[src/rtl/u8glyph_pkg.sv]
// Shared widths, codes, reset values, types and helpers of the UTF-8 glyph
// address decoder. No dependencies.
package u8glyph_pkg;

   localparam int GLYPH_BYTES = 32;

   localparam int BYTE_W   = 8;
   localparam int KIND_W   = 2;
   localparam int CODE_W   = 21;
   localparam int LEN_W    = 3;
   localparam int CNT_W    = 16;
   localparam int ADDR_W   = 32;
   localparam int LEFT_W   = 2;
   localparam int CSR_IDX_W = 2;
   localparam int CSR_DATA_W = 32;

   localparam logic [KIND_W-1:0] KIND_CHAR = 2'd0;
   localparam logic [KIND_W-1:0] KIND_END  = 2'd1;
   localparam logic [KIND_W-1:0] KIND_ERR  = 2'd2;

   localparam logic [CSR_IDX_W-1:0] CSR_FONT_BASE   = 2'd0;
   localparam logic [CSR_IDX_W-1:0] CSR_RANGE_FIRST = 2'd1;
   localparam logic [CSR_IDX_W-1:0] CSR_RANGE_LAST  = 2'd2;

   localparam logic [ADDR_W-1:0] RESET_FONT_BASE   = 32'h0025_C000;
   localparam logic [CODE_W-1:0] RESET_RANGE_FIRST = 21'h004E00;
   localparam logic [CODE_W-1:0] RESET_RANGE_LAST  = 21'h009FFF;

   localparam logic [ADDR_W-1:0] ADDR_NONE = {ADDR_W{1'b1}};
   localparam logic [CNT_W-1:0]  CNT_MAX   = {CNT_W{1'b1}};

   localparam logic [LEN_W-1:0] LEN_ONE   = 3'd1;
   localparam logic [LEN_W-1:0] LEN_TWO   = 3'd2;
   localparam logic [LEN_W-1:0] LEN_THREE = 3'd3;
   localparam logic [LEN_W-1:0] LEN_FOUR  = 3'd4;

   typedef struct packed {
      logic [ADDR_W-1:0] font_base;
      logic [CODE_W-1:0] range_first;
      logic [CODE_W-1:0] range_last;
   } cfg_type;

   typedef struct packed {
      logic [KIND_W-1:0] kind;
      logic [CODE_W-1:0] code_point;
      logic [LEN_W-1:0]  char_length;
      logic [CNT_W-1:0]  char_index;
      logic [CNT_W-1:0]  start_offset;
      logic [CNT_W-1:0]  total_chars;
   } item_type;

   function automatic logic [CNT_W-1:0] sat_inc(input logic [CNT_W-1:0] v);
      return (v == CNT_MAX) ? v : v + 1'b1;
   endfunction

endpackage

[src/rtl/u8glyph_ifs.sv]
// Valid/ready channel interfaces: string bytes in, decoded items out.
// Depends on u8glyph_pkg.
interface u8glyph_req_if;
   import u8glyph_pkg::*;
   logic              valid;
   logic              ready;
   logic [BYTE_W-1:0] data_byte;

   modport source (output valid, output data_byte, input ready);
   modport sink (input valid, input data_byte, output ready);
   modport monitor (input valid, input data_byte, input ready);
endinterface

interface u8glyph_rsp_if;
   import u8glyph_pkg::*;
   logic              valid;
   logic              ready;
   logic [KIND_W-1:0] kind;
   logic [CODE_W-1:0] code_point;
   logic [LEN_W-1:0]  char_length;
   logic [CNT_W-1:0]  char_index;
   logic [CNT_W-1:0]  start_offset;
   logic [ADDR_W-1:0] glyph_addr;
   logic              addr_valid;
   logic [CNT_W-1:0]  total_chars;

   modport source (output valid, output kind, output code_point, output char_length,
                   output char_index, output start_offset, output glyph_addr,
                   output addr_valid, output total_chars, input ready);
   modport sink (input valid, input kind, input code_point, input char_length,
                 input char_index, input start_offset, input glyph_addr,
                 input addr_valid, input total_chars, output ready);
   modport monitor (input valid, input kind, input code_point, input char_length,
                    input char_index, input start_offset, input glyph_addr,
                    input addr_valid, input total_chars, input ready);
endinterface

[src/rtl/u8glyph_decoder.sv]
// Byte-level UTF-8 decoder: string state, counters and the first result
// register. Depends on u8glyph_pkg.
module u8glyph_decoder (
   input  logic                         clock,
   input  logic                         reset,
   input  logic                         in_valid,
   output logic                         in_ready,
   input  logic [u8glyph_pkg::BYTE_W-1:0] in_byte,
   output logic                         out_valid,
   input  logic                         out_ready,
   output u8glyph_pkg::item_type        out_item
);
   import u8glyph_pkg::*;

   logic [LEFT_W-1:0] bytes_left_ff, bytes_left_in;
   logic [CODE_W-1:0] code_accum_ff, code_accum_in;
   logic [LEN_W-1:0]  cur_length_ff, cur_length_in;
   logic [CNT_W-1:0]  byte_position_ff, byte_position_in;
   logic [CNT_W-1:0]  char_start_ff, char_start_in;
   logic [CNT_W-1:0]  chars_seen_ff, chars_seen_in;
   logic              error_seen_ff, error_seen_in;

   logic              valid_ff, valid_in;
   item_type          item_ff, item_in;

   logic              accept;
   logic              has_result;
   logic [CODE_W-1:0] accum_shift;

   assign in_ready  = !valid_ff || out_ready;
   assign accept    = in_valid && in_ready;
   assign out_valid = valid_ff;
   assign out_item  = item_ff;

   assign accum_shift = {code_accum_ff[CODE_W-7:0], in_byte[5:0]};

   always_comb begin
      bytes_left_in    = bytes_left_ff;
      code_accum_in    = code_accum_ff;
      cur_length_in    = cur_length_ff;
      byte_position_in = byte_position_ff;
      char_start_in    = char_start_ff;
      chars_seen_in    = chars_seen_ff;
      error_seen_in    = error_seen_ff;
      has_result       = 1'b0;
      item_in.kind         = KIND_CHAR;
      item_in.code_point   = '0;
      item_in.char_length  = '0;
      item_in.char_index   = chars_seen_ff;
      item_in.start_offset = char_start_ff;
      item_in.total_chars  = '0;

      if (in_byte == '0) begin
         has_result = 1'b1;
         if (!error_seen_ff && bytes_left_ff != '0) begin
            item_in.kind = KIND_ERR;
         end else begin
            item_in.kind         = KIND_END;
            item_in.start_offset = byte_position_ff;
            item_in.total_chars  = error_seen_ff ? '0 : chars_seen_ff;
         end
         bytes_left_in    = '0;
         code_accum_in    = '0;
         cur_length_in    = '0;
         byte_position_in = '0;
         char_start_in    = '0;
         chars_seen_in    = '0;
         error_seen_in    = 1'b0;
      end else if (error_seen_ff) begin
         has_result = 1'b0;
      end else if (bytes_left_ff == '0) begin
         byte_position_in = sat_inc(byte_position_ff);
         if (!in_byte[7]) begin
            char_start_in        = byte_position_ff;
            has_result           = 1'b1;
            item_in.code_point   = CODE_W'(in_byte);
            item_in.char_length  = LEN_ONE;
            item_in.start_offset = byte_position_ff;
            chars_seen_in        = sat_inc(chars_seen_ff);
            code_accum_in        = '0;
            cur_length_in        = '0;
         end else if (in_byte[7:5] == 3'b110) begin
            code_accum_in = CODE_W'(in_byte[4:0]);
            bytes_left_in = 2'd1;
            cur_length_in = LEN_TWO;
            char_start_in = byte_position_ff;
         end else if (in_byte[7:4] == 4'b1110) begin
            code_accum_in = CODE_W'(in_byte[3:0]);
            bytes_left_in = 2'd2;
            cur_length_in = LEN_THREE;
            char_start_in = byte_position_ff;
         end else if (in_byte[7:3] == 5'b11110) begin
            code_accum_in = CODE_W'(in_byte[2:0]);
            bytes_left_in = 2'd3;
            cur_length_in = LEN_FOUR;
            char_start_in = byte_position_ff;
         end else begin
            has_result           = 1'b1;
            item_in.kind         = KIND_ERR;
            item_in.start_offset = byte_position_ff;
            error_seen_in        = 1'b1;
            code_accum_in        = '0;
            cur_length_in        = '0;
         end
      end else begin
         byte_position_in = sat_inc(byte_position_ff);
         if (in_byte[7:6] != 2'b10) begin
            has_result    = 1'b1;
            item_in.kind  = KIND_ERR;
            error_seen_in = 1'b1;
            bytes_left_in = '0;
            code_accum_in = '0;
            cur_length_in = '0;
         end else if (bytes_left_ff == 2'd1) begin
            has_result          = 1'b1;
            item_in.code_point  = accum_shift;
            item_in.char_length = cur_length_ff;
            chars_seen_in       = sat_inc(chars_seen_ff);
            bytes_left_in       = '0;
            code_accum_in       = '0;
            cur_length_in       = '0;
         end else begin
            code_accum_in = accum_shift;
            bytes_left_in = bytes_left_ff - 2'd1;
         end
      end
   end

   always_comb begin
      if (accept) begin
         valid_in = has_result;
      end else if (out_ready) begin
         valid_in = 1'b0;
      end else begin
         valid_in = valid_ff;
      end
   end

   always_ff @(posedge clock) begin
      if (reset) begin
         bytes_left_ff    <= '0;
         code_accum_ff    <= '0;
         cur_length_ff    <= '0;
         byte_position_ff <= '0;
         char_start_ff    <= '0;
         chars_seen_ff    <= '0;
         error_seen_ff    <= 1'b0;
         valid_ff         <= 1'b0;
      end else begin
         valid_ff <= valid_in;
         if (accept) begin
            bytes_left_ff    <= bytes_left_in;
            code_accum_ff    <= code_accum_in;
            cur_length_ff    <= cur_length_in;
            byte_position_ff <= byte_position_in;
            char_start_ff    <= char_start_in;
            chars_seen_ff    <= chars_seen_in;
            error_seen_ff    <= error_seen_in;
         end
      end
   end

   always_ff @(posedge clock) begin
      if (accept && has_result) begin
         item_ff <= item_in;
      end
   end

endmodule

[src/rtl/u8glyph_addr_unit.sv]
// Glyph address pipeline: range check and offset, then scale and add base
// into the output register. Depends on u8glyph_pkg.
module u8glyph_addr_unit (
   input  logic                  clock,
   input  logic                  reset,
   input  u8glyph_pkg::cfg_type  cfg,
   input  logic                  in_valid,
   output logic                  in_ready,
   input  u8glyph_pkg::item_type in_item,
   output logic                  out_valid,
   input  logic                  out_ready,
   output u8glyph_pkg::item_type out_item,
   output logic [u8glyph_pkg::ADDR_W-1:0] out_addr,
   output logic                  out_addr_valid
);
   import u8glyph_pkg::*;

   logic              s2_valid_ff, s2_valid_in;
   item_type          s2_item_ff;
   logic              s2_hit_ff, s2_hit_in;
   logic [CODE_W-1:0] s2_delta_ff;

   logic              s3_valid_ff, s3_valid_in;
   item_type          s3_item_ff;
   logic [ADDR_W-1:0] s3_addr_ff, s3_addr_in;
   logic              s3_hit_ff;

   logic              s3_free;
   logic              s2_move;
   logic              s1_move;

   assign s3_free  = !s3_valid_ff || out_ready;
   assign s2_move  = s2_valid_ff && s3_free;
   assign in_ready = !s2_valid_ff || s3_free;
   assign s1_move  = in_valid && in_ready;

   assign s2_hit_in = (in_item.kind == KIND_CHAR) &&
                      (in_item.code_point >= cfg.range_first) &&
                      (in_item.code_point <= cfg.range_last);

   assign s3_addr_in = s2_hit_ff ?
      cfg.font_base + ADDR_W'(s2_delta_ff) * ADDR_W'(GLYPH_BYTES) : ADDR_NONE;

   always_comb begin
      if (s1_move) begin
         s2_valid_in = 1'b1;
      end else if (s3_free) begin
         s2_valid_in = 1'b0;
      end else begin
         s2_valid_in = s2_valid_ff;
      end
      if (s2_move) begin
         s3_valid_in = 1'b1;
      end else if (out_ready) begin
         s3_valid_in = 1'b0;
      end else begin
         s3_valid_in = s3_valid_ff;
      end
   end

   always_ff @(posedge clock) begin
      if (reset) begin
         s2_valid_ff <= 1'b0;
         s3_valid_ff <= 1'b0;
      end else begin
         s2_valid_ff <= s2_valid_in;
         s3_valid_ff <= s3_valid_in;
      end
   end

   always_ff @(posedge clock) begin
      if (s1_move) begin
         s2_item_ff  <= in_item;
         s2_hit_ff   <= s2_hit_in;
         s2_delta_ff <= in_item.code_point - cfg.range_first;
      end
      if (s2_move) begin
         s3_item_ff <= s2_item_ff;
         s3_addr_ff <= s3_addr_in;
         s3_hit_ff  <= s2_hit_ff;
      end
   end

   assign out_valid      = s3_valid_ff;
   assign out_item       = s3_item_ff;
   assign out_addr       = s3_addr_ff;
   assign out_addr_valid = s3_hit_ff;

endmodule

[src/rtl/utf8_decode_glyph_address.sv]
// UTF-8 decoder with glyph addressing: one item per character, string end or error.
// Throughput: one byte per cycle through a three-register pipeline
// (decode, range check, address scale and add); rsp back-pressure stalls it.
// Reset (synchronous): clears string state and pipeline, loads CSR defaults.
// Depends on u8glyph_pkg, u8glyph_ifs, u8glyph_decoder, u8glyph_addr_unit.
module utf8_decode_glyph_address (
   input  logic                              clock,
   input  logic                              reset,
   u8glyph_req_if.sink                       req_chan,
   u8glyph_rsp_if.source                     rsp_chan,
   input  logic                              csr_write_en,
   input  logic [u8glyph_pkg::CSR_IDX_W-1:0] csr_index,
   input  logic [u8glyph_pkg::CSR_DATA_W-1:0] csr_write_data
);
   import u8glyph_pkg::*;

   cfg_type  cfg_ff;
   logic     dec_valid;
   logic     dec_ready;
   item_type dec_item;
   item_type rsp_item;

   always_ff @(posedge clock) begin
      if (reset) begin
         cfg_ff.font_base   <= RESET_FONT_BASE;
         cfg_ff.range_first <= RESET_RANGE_FIRST;
         cfg_ff.range_last  <= RESET_RANGE_LAST;
      end else if (csr_write_en) begin
         case (csr_index)
            CSR_FONT_BASE:   cfg_ff.font_base   <= csr_write_data[ADDR_W-1:0];
            CSR_RANGE_FIRST: cfg_ff.range_first <= csr_write_data[CODE_W-1:0];
            CSR_RANGE_LAST:  cfg_ff.range_last  <= csr_write_data[CODE_W-1:0];
            default: ;
         endcase
      end
   end

   u8glyph_decoder decoder (
      .clock     (clock),
      .reset     (reset),
      .in_valid  (req_chan.valid),
      .in_ready  (req_chan.ready),
      .in_byte   (req_chan.data_byte),
      .out_valid (dec_valid),
      .out_ready (dec_ready),
      .out_item  (dec_item)
   );

   u8glyph_addr_unit addr_unit (
      .clock          (clock),
      .reset          (reset),
      .cfg            (cfg_ff),
      .in_valid       (dec_valid),
      .in_ready       (dec_ready),
      .in_item        (dec_item),
      .out_valid      (rsp_chan.valid),
      .out_ready      (rsp_chan.ready),
      .out_item       (rsp_item),
      .out_addr       (rsp_chan.glyph_addr),
      .out_addr_valid (rsp_chan.addr_valid)
   );

   assign rsp_chan.kind         = rsp_item.kind;
   assign rsp_chan.code_point   = rsp_item.code_point;
   assign rsp_chan.char_length  = rsp_item.char_length;
   assign rsp_chan.char_index   = rsp_item.char_index;
   assign rsp_chan.start_offset = rsp_item.start_offset;
   assign rsp_chan.total_chars  = rsp_item.total_chars;

endmodule

[src/flat_wrapper.sv]
// flat-port wrapper written by rule: the top's interface ports become plain ports
module utf8_decode_glyph_address_flat import u8glyph_pkg::*;
  (clock, reset, csr_write_en, csr_index, csr_write_data, req_chan_valid, req_chan_data_byte, req_chan_ready, rsp_chan_valid, rsp_chan_kind, rsp_chan_code_point, rsp_chan_char_length, rsp_chan_char_index, rsp_chan_start_offset, rsp_chan_glyph_addr, rsp_chan_addr_valid, rsp_chan_total_chars, rsp_chan_ready);
  u8glyph_req_if req_chan_i ();
  u8glyph_rsp_if rsp_chan_i ();
  input  logic clock;
  input  logic reset;
  input  logic csr_write_en;
  input  logic [u8glyph_pkg::CSR_IDX_W-1:0] csr_index;
  input  logic [u8glyph_pkg::CSR_DATA_W-1:0] csr_write_data;
  input wire logic [$bits(req_chan_i.valid)-1:0] req_chan_valid;
  input wire logic [$bits(req_chan_i.data_byte)-1:0] req_chan_data_byte;
  output wire logic [$bits(req_chan_i.ready)-1:0] req_chan_ready;
  output wire logic [$bits(rsp_chan_i.valid)-1:0] rsp_chan_valid;
  output wire logic [$bits(rsp_chan_i.kind)-1:0] rsp_chan_kind;
  output wire logic [$bits(rsp_chan_i.code_point)-1:0] rsp_chan_code_point;
  output wire logic [$bits(rsp_chan_i.char_length)-1:0] rsp_chan_char_length;
  output wire logic [$bits(rsp_chan_i.char_index)-1:0] rsp_chan_char_index;
  output wire logic [$bits(rsp_chan_i.start_offset)-1:0] rsp_chan_start_offset;
  output wire logic [$bits(rsp_chan_i.glyph_addr)-1:0] rsp_chan_glyph_addr;
  output wire logic [$bits(rsp_chan_i.addr_valid)-1:0] rsp_chan_addr_valid;
  output wire logic [$bits(rsp_chan_i.total_chars)-1:0] rsp_chan_total_chars;
  input wire logic [$bits(rsp_chan_i.ready)-1:0] rsp_chan_ready;
  assign req_chan_i.valid = req_chan_valid;
  assign req_chan_i.data_byte = req_chan_data_byte;
  assign req_chan_ready = req_chan_i.ready;
  assign rsp_chan_valid = rsp_chan_i.valid;
  assign rsp_chan_kind = rsp_chan_i.kind;
  assign rsp_chan_code_point = rsp_chan_i.code_point;
  assign rsp_chan_char_length = rsp_chan_i.char_length;
  assign rsp_chan_char_index = rsp_chan_i.char_index;
  assign rsp_chan_start_offset = rsp_chan_i.start_offset;
  assign rsp_chan_glyph_addr = rsp_chan_i.glyph_addr;
  assign rsp_chan_addr_valid = rsp_chan_i.addr_valid;
  assign rsp_chan_total_chars = rsp_chan_i.total_chars;
  assign rsp_chan_i.ready = rsp_chan_ready;
  utf8_decode_glyph_address u_core (.clock(clock), .reset(reset), .req_chan(req_chan_i), .rsp_chan(rsp_chan_i), .csr_write_en(csr_write_en), .csr_index(csr_index), .csr_write_data(csr_write_data));
endmodule
[config.mk]
export PLATFORM = sky130hd
export DESIGN_NAME = utf8_decode_glyph_address_flat
export DESIGN_NICKNAME = d
export VERILOG_FILES = /design/src/rtl/u8glyph_pkg.sv /design/src/rtl/u8glyph_ifs.sv /design/src/rtl/u8glyph_decoder.sv /design/src/rtl/u8glyph_addr_unit.sv /design/src/rtl/utf8_decode_glyph_address.sv /design/src/flat_wrapper.sv
export SDC_FILE = /design/constraint.sdc
export NUM_CORES = 1
export LEC_CHECK = 0
export BUFFER_PORTS_ARGS = -buffer_cell sky130_fd_sc_hd__buf_2
export CAP_MARGIN = 20
export CORE_MARGIN = 4
export CORE_UTILIZATION = 30
export CTS_CLUSTER_DIAMETER = 40
export DETAILED_ROUTE_END_ITERATION = 8
export MAX_ROUTING_LAYER = met4
export PLACE_DENSITY = 0.57
export SYNTH_ARGS = -nofsm -noshare
export SYNTH_HDL_FRONTEND = slang
export SYNTH_HIERARCHICAL = 1
export SYNTH_SLANG_ARGS = --single-unit
export TNS_END_PERCENT = 100
[constraint.sdc]
create_clock -name clock -period 8.6 [get_ports clock]
set_input_delay 1.72 -clock clock [delete_from_list [all_inputs] [get_ports clock]]
set_output_delay 1.72 -clock clock [all_outputs]
set_load 0.01 [all_outputs]
==> metrics.md <==
| Metric | Value |
|---|---|
| Max Root-Sink Buffers | `3` |
| Peak supply drop | `141 uV` |
| Post-Syn Area | `18300 sq um` |
| GRT Residual Overflow | `0` |
| Final Hold Fails | `0` |
| Vias in the first global route | `12000` |
| Fraction of registers with async set/reset | `0%` |
| Net count, final | `1799` |
| Final ANT Viol Nets | `0` |
| Number of remaining DRC errors | `0` |
| Top_reg_cell synth | `edfxtp_1` |
| Critical Path RT | `6.88 ns` |
| Worst Setup Path Type | `primary input to output pin` |
| 1st-iter DRT viols | `787` |
| Clock share of power | `50.0%` |
| Part of the power in combinational logic | `8.3%` |
| Outcome | `completed` |
| Post-synthesis compound-gate area fraction | `8.96%` |
| Mapped Cells | `1500` |
| Max-Cap Viols | `0` |
| Placed cells | `2391` |
| WP data arrival | `2.65 ns` |
| Minimum clock period | `4.37 ns` |
| Detailed-router iteration count before antenna repair | `5` |
| Worst-Skew Late Latency | `0.60 ns` |
| Max-slew violations | `0` |
| Die area | `65000 sq um` |
| Worst-margin pin slew | `1.11 ns` |
| Fin crit share | `50.8%` |
| Most common cell after layout, fill and taps aside | `edfxtp_1` |
| GPL Wtd Cong | `0.896` |
| Core box area | `60400 sq um` |
| Layout Cells excl Fill | `2524` |
| Rel. slew slack | `25.1%` |
| Register share of total power | `41.7%` |
| Leak pwr | `8.49 nW` |
| Post-CTS Resized | `0` |
| Synthesized-area fraction occupied by adder cells | `4.80%` |
| Drt wl/cell | `17.6 um` |
| PD cells | `254 nW/um^2` |
| Final Util | `37.0%` |
| CP Capture Type | `output pin` |
| Area growth from synthesis to layout | `22.0%` |
| Die X | `255 um` |
| FMAX | `0.229 GHz` |
| CTS Root Cell | `clkbuf_16` |
| CTS Hold Buffers Added | `0` |
| Post-synth cell types | `77` |
| Setup bufs post-CTS | `0` |
| Initial Utilization | `30.3%` |
| Largest net degree at the start of global routing | `89` |
| Final HPWL DP | `30700 um` |
| Crit start category | `primary input` |
| Syn Area/Cell | `12.2 sq um` |
| Final TNS setup | `0 ns` |
| Post-Synth Simple-Gate Area | `14.4%` |
| First-pass GRT wire length | `68500 um` |
| Initial antenna violation count | `2` |
| Worst-path maximum fanout | `5` |
| FP Rows | `90` |
| Clock slew at the register clock pins of the worst setup and hold paths | `0.05 ns` |
| Most frequent cells in the layout | `277 x edfxtp_1, 154 x buf_2, 146 x dfxtp_1` |
| CTS Buf Count | `70` |
| Worst clock skew | `0.0288 ns` |
| Buffers on Ports | `155` |
| Mapped Nets | `1616` |
| Internal power | `0.00424 W` |
| CTS tree | `done` |
| Psw | `0.00143 W` |
| Final wirelength | `44500 um` |
| Register area share after synthesis | `61.4%` |
| Multiplexer fraction of the synthesized cell area | `5.55%` |
| Clock sink count | `423` |
| Post-synth EDFFs | `277` |
| Xor/xnor share of the synthesized area | `1.77%` |
| DR vias | `12100` |
| Hold WC Path Type | `flip-flop to flip-flop` |
| Net Sw Frac | `25.3%` |
| Number of vias per cell | `4.78` |
| Setup violators final | `0` |
| H-tree Lvls | `3` |
| Yosys Warn Count | `6` |
| Pwr Total | `0.00567 W` |
| I/O pins | `156` |
| Share of layout cells above drive strength 1 | `18.9%` |
| Combinational family with the most area after synthesis | `simple AND/OR/NAND/NOR gates` |
| RSZ-0062 raised after global routing | `no` |
| Die height | `255 um` |
| FF+latch count, synth | `423` |
| Overall Global Routing Usage | `14.0%` |
[cell families (layout without fill, tap and decap cells)]
logic type / Yosys count / after routing
and+or+nand+nor: 495 / 495
DFF: 423 / 423
AOI/OAI and AO/OA: 255 / 255
buffers and inverters: 122 / 363
muxes: 99 / 99
adders and majority gates: 69 / 69
xor gates and xnor gates: 37 / 37
other: 0 / 1
[power by group through the flow]
stage               sequential, W  clock [W]  combinational [W]
finish                    0.00236    0.00284           0.000472
global route              0.00237    0.00301           0.000524
CTS                       0.00237    0.00292           0.000472
detailed placement        0.00241          0           0.000469
global placement          0.00241          0           0.000463
floorplan                 0.00239          0           0.000326
[critical path, stage by stage]
cell and delay, ns:
buf_2 0.10, nor2b_1 0.30, nand2_1 0.11, nand2b_1 0.24, buf_2 0.19
[Yosys cell counts (all sizes together) (3+ instances only)]
| master | n | area, sq um |
|---|---|---|
| a2111oi | 4 | 53.8 |
| a211oi | 8 | 65.1 |
| a21o | 25 | 188 |
| a21oi | 105 | 526 |
| a22oi | 4 | 30.0 |
| a311oi | 3 | 26.3 |
| a31o | 3 | 26.3 |
| a31oi | 8 | 50.1 |
| a41o | 3 | 30.0 |
| and2 | 45 | 282 |
| and3 | 12 | 75.1 |
| and3b | 3 | 28.8 |
| and4 | 4 | 35.0 |
| buf | 21 | 190 |
| clkbuf | 38 | 144 |
| dfxtp | 146 | 2920 |
| edfxtp | 277 | 8320 |
| ha | 67 | 838 |
| inv | 63 | 236 |
| mux2 | 19 | 214 |
| mux2i | 80 | 801 |
| nand2 | 108 | 405 |
| nand2b | 100 | 626 |
| nand3 | 43 | 215 |
| nand3b | 4 | 30.0 |
| nand4 | 18 | 113 |
| nor2 | 90 | 345 |
| nor2b | 7 | 43.8 |
| nor3 | 17 | 85.1 |
| nor4 | 9 | 86.3 |
| o211a | 3 | 30.0 |
| o211ai | 10 | 80.1 |
| o21a | 6 | 45.0 |
| o21ai | 39 | 195 |
| o31ai | 13 | 97.6 |
| or3 | 12 | 75.1 |
| or4 | 16 | 120 |
| xnor2 | 19 | 166 |
| xor2 | 18 | 158 |
[stage by stage]
step | hold WS, ns | cell area [sq um] | setup WS [ns]
after CTS | 0.414 | 22300 | 4.23
after detailed placement | 0.405 | 19800 | 3.89
after floorplan | 0.400 | 18300 | 1.48
after global routing | 0.421 | 22300 | 4.14
after global placement | 0.405 | 19800 | 3.94
final | 0.415 | 22300 | 4.23
[layout make-up]
type / instances / area (sq um)
clock buffers: 78 / 1830
repair buffers: 170 / 902
diodes: 1 / 2.50
fillers: 5853 / 38000
multi-input cells: 955 / 6520
flip-flops and latches: 423 / 11200
well taps: 782 / 978
inverters: 63 / 236
clock inverters: 52 / 611
[per-layer routing]
layer | track usage [%] | part of all wire [%]
met1 | 18.6 | 47
met2 | 21.3 | 46
met3 | 2.81 | 4.6
met4 | 5.05 | 2.4
met5 | - | 0
[path summary, 6_finish.rpt]
kind | slack, ns | from | endpoint | cells after the start
min | 0.42 | u_core/addr_unit/s2_item_ff[69]$_DFFE_PP_ | u_core/addr_unit/out_item[69]$_DFFE_PP_ | 0
max reg2reg | 5.27 | u_core/addr_unit/out_valid$_SDFFE_PP0P_ | u_core/decoder/out_item[26]$_DFFE_PP_ | 8
max | 4.23 | rsp_chan_ready | req_chan_ready | 5
min reg2reg | 0.42 | u_core/addr_unit/s2_item_ff[69]$_DFFE_PP_ | u_core/addr_unit/out_item[69]$_DFFE_PP_ | 0
[state kept, by name (all words and copies together), names as in the netlist, 21 cells and up]
register / cells
u_core/addr_unit/out_item: 74
u_core/addr_unit/s2_item_ff: 74
u_core/cfg_ff: 74
u_core/decoder/out_item: 74
u_core/addr_unit/out_addr: 32
u_core/addr_unit/s2_delta_ff: 21
Note: power is estimated with default switching activity, not from simulation.
